## config.mk

```make
export PLATFORM = sky130hd
export DESIGN_NAME = bspa_ctrl
export DESIGN_NICKNAME = d
export VERILOG_FILES = /design/src/rtl/bspa_pkg.sv /design/src/rtl/bspa_ctrl.sv
export SDC_FILE = /design/constraint.sdc
export NUM_CORES = 1
export LEC_CHECK = 0
export BUFFER_PORTS_ARGS = -buffer_cell sky130_fd_sc_hd__buf_2
export CORE_AREA = 2 2 39 41
export DETAILED_ROUTE_END_ITERATION = 10
export DIE_AREA = 0 0 41 43
export PLACE_DENSITY = 0.4
export SYNTH_ARGS = -nofsm -noshare
export SYNTH_HDL_FRONTEND = slang
export SYNTH_SLANG_ARGS = --single-unit
```

## constraint.sdc

```tcl
create_clock -name clk -period 3.15 [get_ports clk]
set_clock_uncertainty 0.15 [all_clocks]
set_input_delay 0.315 -clock clk [delete_from_list [all_inputs] [get_ports clk]]
set_output_delay 0.315 -clock clk [all_outputs]
set_load 0.01 [all_outputs]
```

## src/rtl/bspa_pkg.sv

```systemverilog
`default_nettype none

package bspa_pkg;

  // Field widths of the ports.
  localparam int FUNC_W     = 2;
  localparam int BLK_W      = 4;
  localparam int SLOT_W     = 6;
  localparam int STATUS_W   = 2;
  localparam int IN_USE_W   = 11;
  localparam int EPB_W      = 7;
  localparam int NBLK_W     = 5;
  localparam int CFG_IDX_W  = 1;
  localparam int CFG_DATA_W = 7;

  // Operation codes.
  localparam logic [FUNC_W-1:0] FUNC_ALLOC = 2'd0;
  localparam logic [FUNC_W-1:0] FUNC_FREE  = 2'd1;
  localparam logic [FUNC_W-1:0] FUNC_CLEAR = 2'd2;

  // Result status codes.
  localparam logic [STATUS_W-1:0] ST_OK       = 2'd0;
  localparam logic [STATUS_W-1:0] ST_FULL     = 2'd1;
  localparam logic [STATUS_W-1:0] ST_BAD_FREE = 2'd2;

  // Configuration register indexes.
  localparam logic [CFG_IDX_W-1:0] CFG_EPB  = 1'b0;
  localparam logic [CFG_IDX_W-1:0] CFG_NBLK = 1'b1;

  // Configuration reset values.
  localparam logic [EPB_W-1:0]  EPB_RST  = 7'd64;
  localparam logic [NBLK_W-1:0] NBLK_RST = 5'd16;

  // Commands from the controller to the datapath.
  typedef struct packed {
    logic exec;      // execute the item on the input ports
    logic walk;      // write one identity entry of the clearing pass
    logic load_out;  // move the pending result into the output register
  } dp_cmd_t;

  // Status from the datapath to the controller.
  typedef struct packed {
    logic clear_op;   // item on the input ports is a clear
    logic walk_last;  // clearing pass is at its last entry
  } dp_stat_t;

endpackage

`default_nettype wire

```

## src/rtl/bspa_ctrl.sv

```systemverilog
`default_nettype none

module bspa_ctrl (
  input  logic               clk,
  input  logic               rst,
  input  logic               in_valid,
  output logic               in_stall,
  output logic               out_valid,
  input  logic               out_stall,
  output bspa_pkg::dp_cmd_t  cmd,
  input  bspa_pkg::dp_stat_t stat
);

  import bspa_pkg::*;

  typedef enum logic [2:0] {
    S_IDLE  = 3'b001,
    S_CLEAR = 3'b010,
    S_DONE  = 3'b100
  } state_t;

  state_t state;
  state_t state_next;
  logic   emit;
  logic   emit_next;
  logic   out_valid_next;
  logic   accept;
  logic   can_load;

  assign accept   = (state == S_IDLE) && in_valid;
  assign can_load = !out_valid || !out_stall;
  assign in_stall = (state != S_IDLE);

  // Sequencing of one item and of the clearing pass.
  always_comb begin
    state_next = state;
    emit_next  = emit;
    cmd        = '0;
    cmd.exec   = accept;
    unique case (state)
      S_IDLE: begin
        if (accept) begin
          if (stat.clear_op) begin
            state_next = S_CLEAR;
            emit_next  = 1'b1;
          end else begin
            state_next = S_DONE;
          end
        end
      end
      S_CLEAR: begin
        cmd.walk = 1'b1;
        if (stat.walk_last) begin
          state_next = emit ? S_DONE : S_IDLE;
        end
      end
      S_DONE: begin
        if (can_load) begin
          cmd.load_out = 1'b1;
          state_next   = S_IDLE;
        end
      end
      default: begin
        state_next = S_IDLE;
      end
    endcase
  end

  // Output register occupancy.
  always_comb begin
    if (cmd.load_out) begin
      out_valid_next = 1'b1;
    end else if (!out_stall) begin
      out_valid_next = 1'b0;
    end else begin
      out_valid_next = out_valid;
    end
  end

  // The clearing pass after reset produces no result.
  always_ff @(posedge clk) begin
    if (rst) begin
      state     <= S_CLEAR;
      emit      <= 1'b0;
      out_valid <= 1'b0;
    end else begin
      state     <= state_next;
      emit      <= emit_next;
      out_valid <= out_valid_next;
    end
  end

endmodule

`default_nettype wire

```

==> impl_metrics.ini <==
[status]
status = complete, no violations

[worst_setup_path]
critical-path-top-delay-family = simple AND/OR/NAND/NOR gates
slowest_stage = or3_2
worst-path-max-fanout = 4
end_kind = output port
max_stage_delay_ps = 450
required_ps = 2680
path_buf_inv = 2
arrival_ps = 1310
crit_type = flop to output port
path_cells = inv_1, or3_2, buf_2
start_kind = flop

[global_route]
grt_max_degree = 8
grt_overflow = 0
grt_pass1_vias = 239
grt_pass1_wl_um = 897
antenna_found_initial = 0
grt_use_total_pct = 8.241

[routing]
dr.pass1.iters = 4
routed_wl_um = 575
drtIter0Drc = 11
final_antenna_net_count = 0
viasPerCell = 4.310
post_drt_wl_per_cell_um = 9.914
drc_errors = 0
vias = 250

[synth]
yosysUniqueCellTypes = 19
yosys_register_bits = 5
yosysSeqAreaShare_pct = 36.70
ys.flop_type = dfxtp_1
synthesis.nets = 36
ys_top_cells_by_area = dfxtp_1, and4bb_4, a21oi_1, buf_4, nand2b_4
yosysMostFrequentCell = dfxtp_1
synthTopCellsByCount = dfxtp_1, a21oi_1, nor2_1
postSynthCellCount = 30
async_flop_share_pct = 0
synth_edf_count = 0
synth_top_area_share_pct = 36.70
synth.largest_area_cell = dfxtp_1
syn-cell-area_um2 = 272.8
avgSynthCellArea_um2 = 9.092
ys_warn_count = 0

[sta]
period_share_pct = 56.44
rsz0062_at_grt = no
finalWorstSetupSlack_ps = 1372
worst_pin_slew_ps = 216.6
hold_violations = 0
maxSlewHeadroom_pct = 85.52
setup_viol = 0
fin_setup_tns_ps = 0
drv_slew = 0
fin_crit_ps = 1778
holdWs_ps = 168.3
clock.fmax_ghz = 0.5625

[clocking]
cts-resized-gates = 0
cts_tree = yes
numCtsBuffers = 3
cts.reportedPaths.clkPinSlew_ps = 40
worstSkewPairLatency_ps = 240
ctsHtreeMaxLevel = 1
cts.sinks = 5
post-cts-setup-buffer-count = 0
cts_buffer_depth = 2
clock-root-buffer = clkbuf_4
cts_hold_buffers = 0

[floorplanning]
rows = 14
die_h_um = 43
io_pins = 11
core_area_um2 = 1384
start_util_pct = 19.71
fp.dieW_um = 41
die_area_um2 = 1763

[placement]
place_congestion = 0.7301
pre_cts_slack_ps = 1625
io_buffer_count = 10

[hold_path]
hold_path_class = input port to flop

[power_and_ir_drop]
powerDensity_nw_per_um2 = 474.3
p_leak_nw = 0.1635
max-vdd-ir-drop_v = 0.0001190

[final_layout]
diodes = 0
syn_to_final_growth_pct = 29.82
drive_above_1_share_pct = 40.48
nNetsFinal = 49

[flow_run]
cap_violations = 0
## through the flow
step / util (%) / cells / power [mW] / area, µm²
6_report: 25.59 / 58 / 0.1680 / 354.1
5_1_grt: 25.59 / 58 / 0.1793 / 354.1
4_1_cts: 25.59 / 58 / 0.1728 / 354.1
3_5_place_dp: 23.69 / 54 / 0.09562 / 327.8
3_3_place_gp: 23.69 / 54 / 0.09539 / 327.8
2_1_floorplan: - / 30 / 0.08610 / 272.8
## placed cells by master (no fill, tap or decap)
cell / synthesis / layout
buf_2: 0 / 10
dfxtp_1: 5 / 5
a21oi_1: 3 / 3
nor2_1: 3 / 3
clkbuf_4: 0 / 3
nand2b_1: 2 / 2
inv_1: 2 / 2
nand2b_4: 1 / 1
or3_2: 1 / 1
and4bb_4: 1 / 1
a221o_1: 1 / 1
nand2_1: 1 / 1
or2b_1: 1 / 1
nor2b_1: 1 / 1
o22ai_1: 1 / 1
a211oi_1: 1 / 1
and4bb_2: 1 / 1
a31oi_1: 1 / 1
o21ai_0: 1 / 1
o32ai_1: 1 / 1
clkbuf_1: 0 / 1
## cell families (layout without fill, tap and decap cells)
kind of cell | after synthesis | after routing | share of synthesized area [%]
AOI/OAI and AO/OA | 9 | 9 | 21.56
buffers and inverters | 4 | 16 | 8.256
and+or+nand+nor | 12 | 12 | 33.49
DFF | 5 | 5 | 36.70
## path summary, 6_finish.rpt
path,slack (ps),from,to,depth (start not counted)
setup reg to reg,1940,state[1],state[1],2
hold / removal,170,rst,out_valid,2
hold reg to reg,370,emit,emit,2
setup / recovery,1370,state[0],in_stall,3
## cell type report
class	count	area [µm²]
Clock buffer	4	26.28
Fill cell	160	1030
Inverter	2	7.507
Multi-Input combinational cell	21	150.1
Sequential cell	5	100.1
Tap cell	16	20.02
Timing Repair Buffer	10	50.05
## layer usage
layer	GRT usage, %	part of all wire, %	up-vias
li1	-	-	131
met1	9.032	44	113
met2	10.31	51	6
met3	4.712	5.0	0
met4	8.000	0	0
met5	0	0	-
## power breakdown
group,internal (mW),switching (mW)
sequential,0.0667,0.00340
clock,0.0479,0.0258
combinational,0.0123,0.0119
## registers in the layout, indices dropped and copies added, names as in the netlist
name       cells
out_valid      1
emit           1
state          3
No activity file was read; power rests on OpenSTA's default activity.
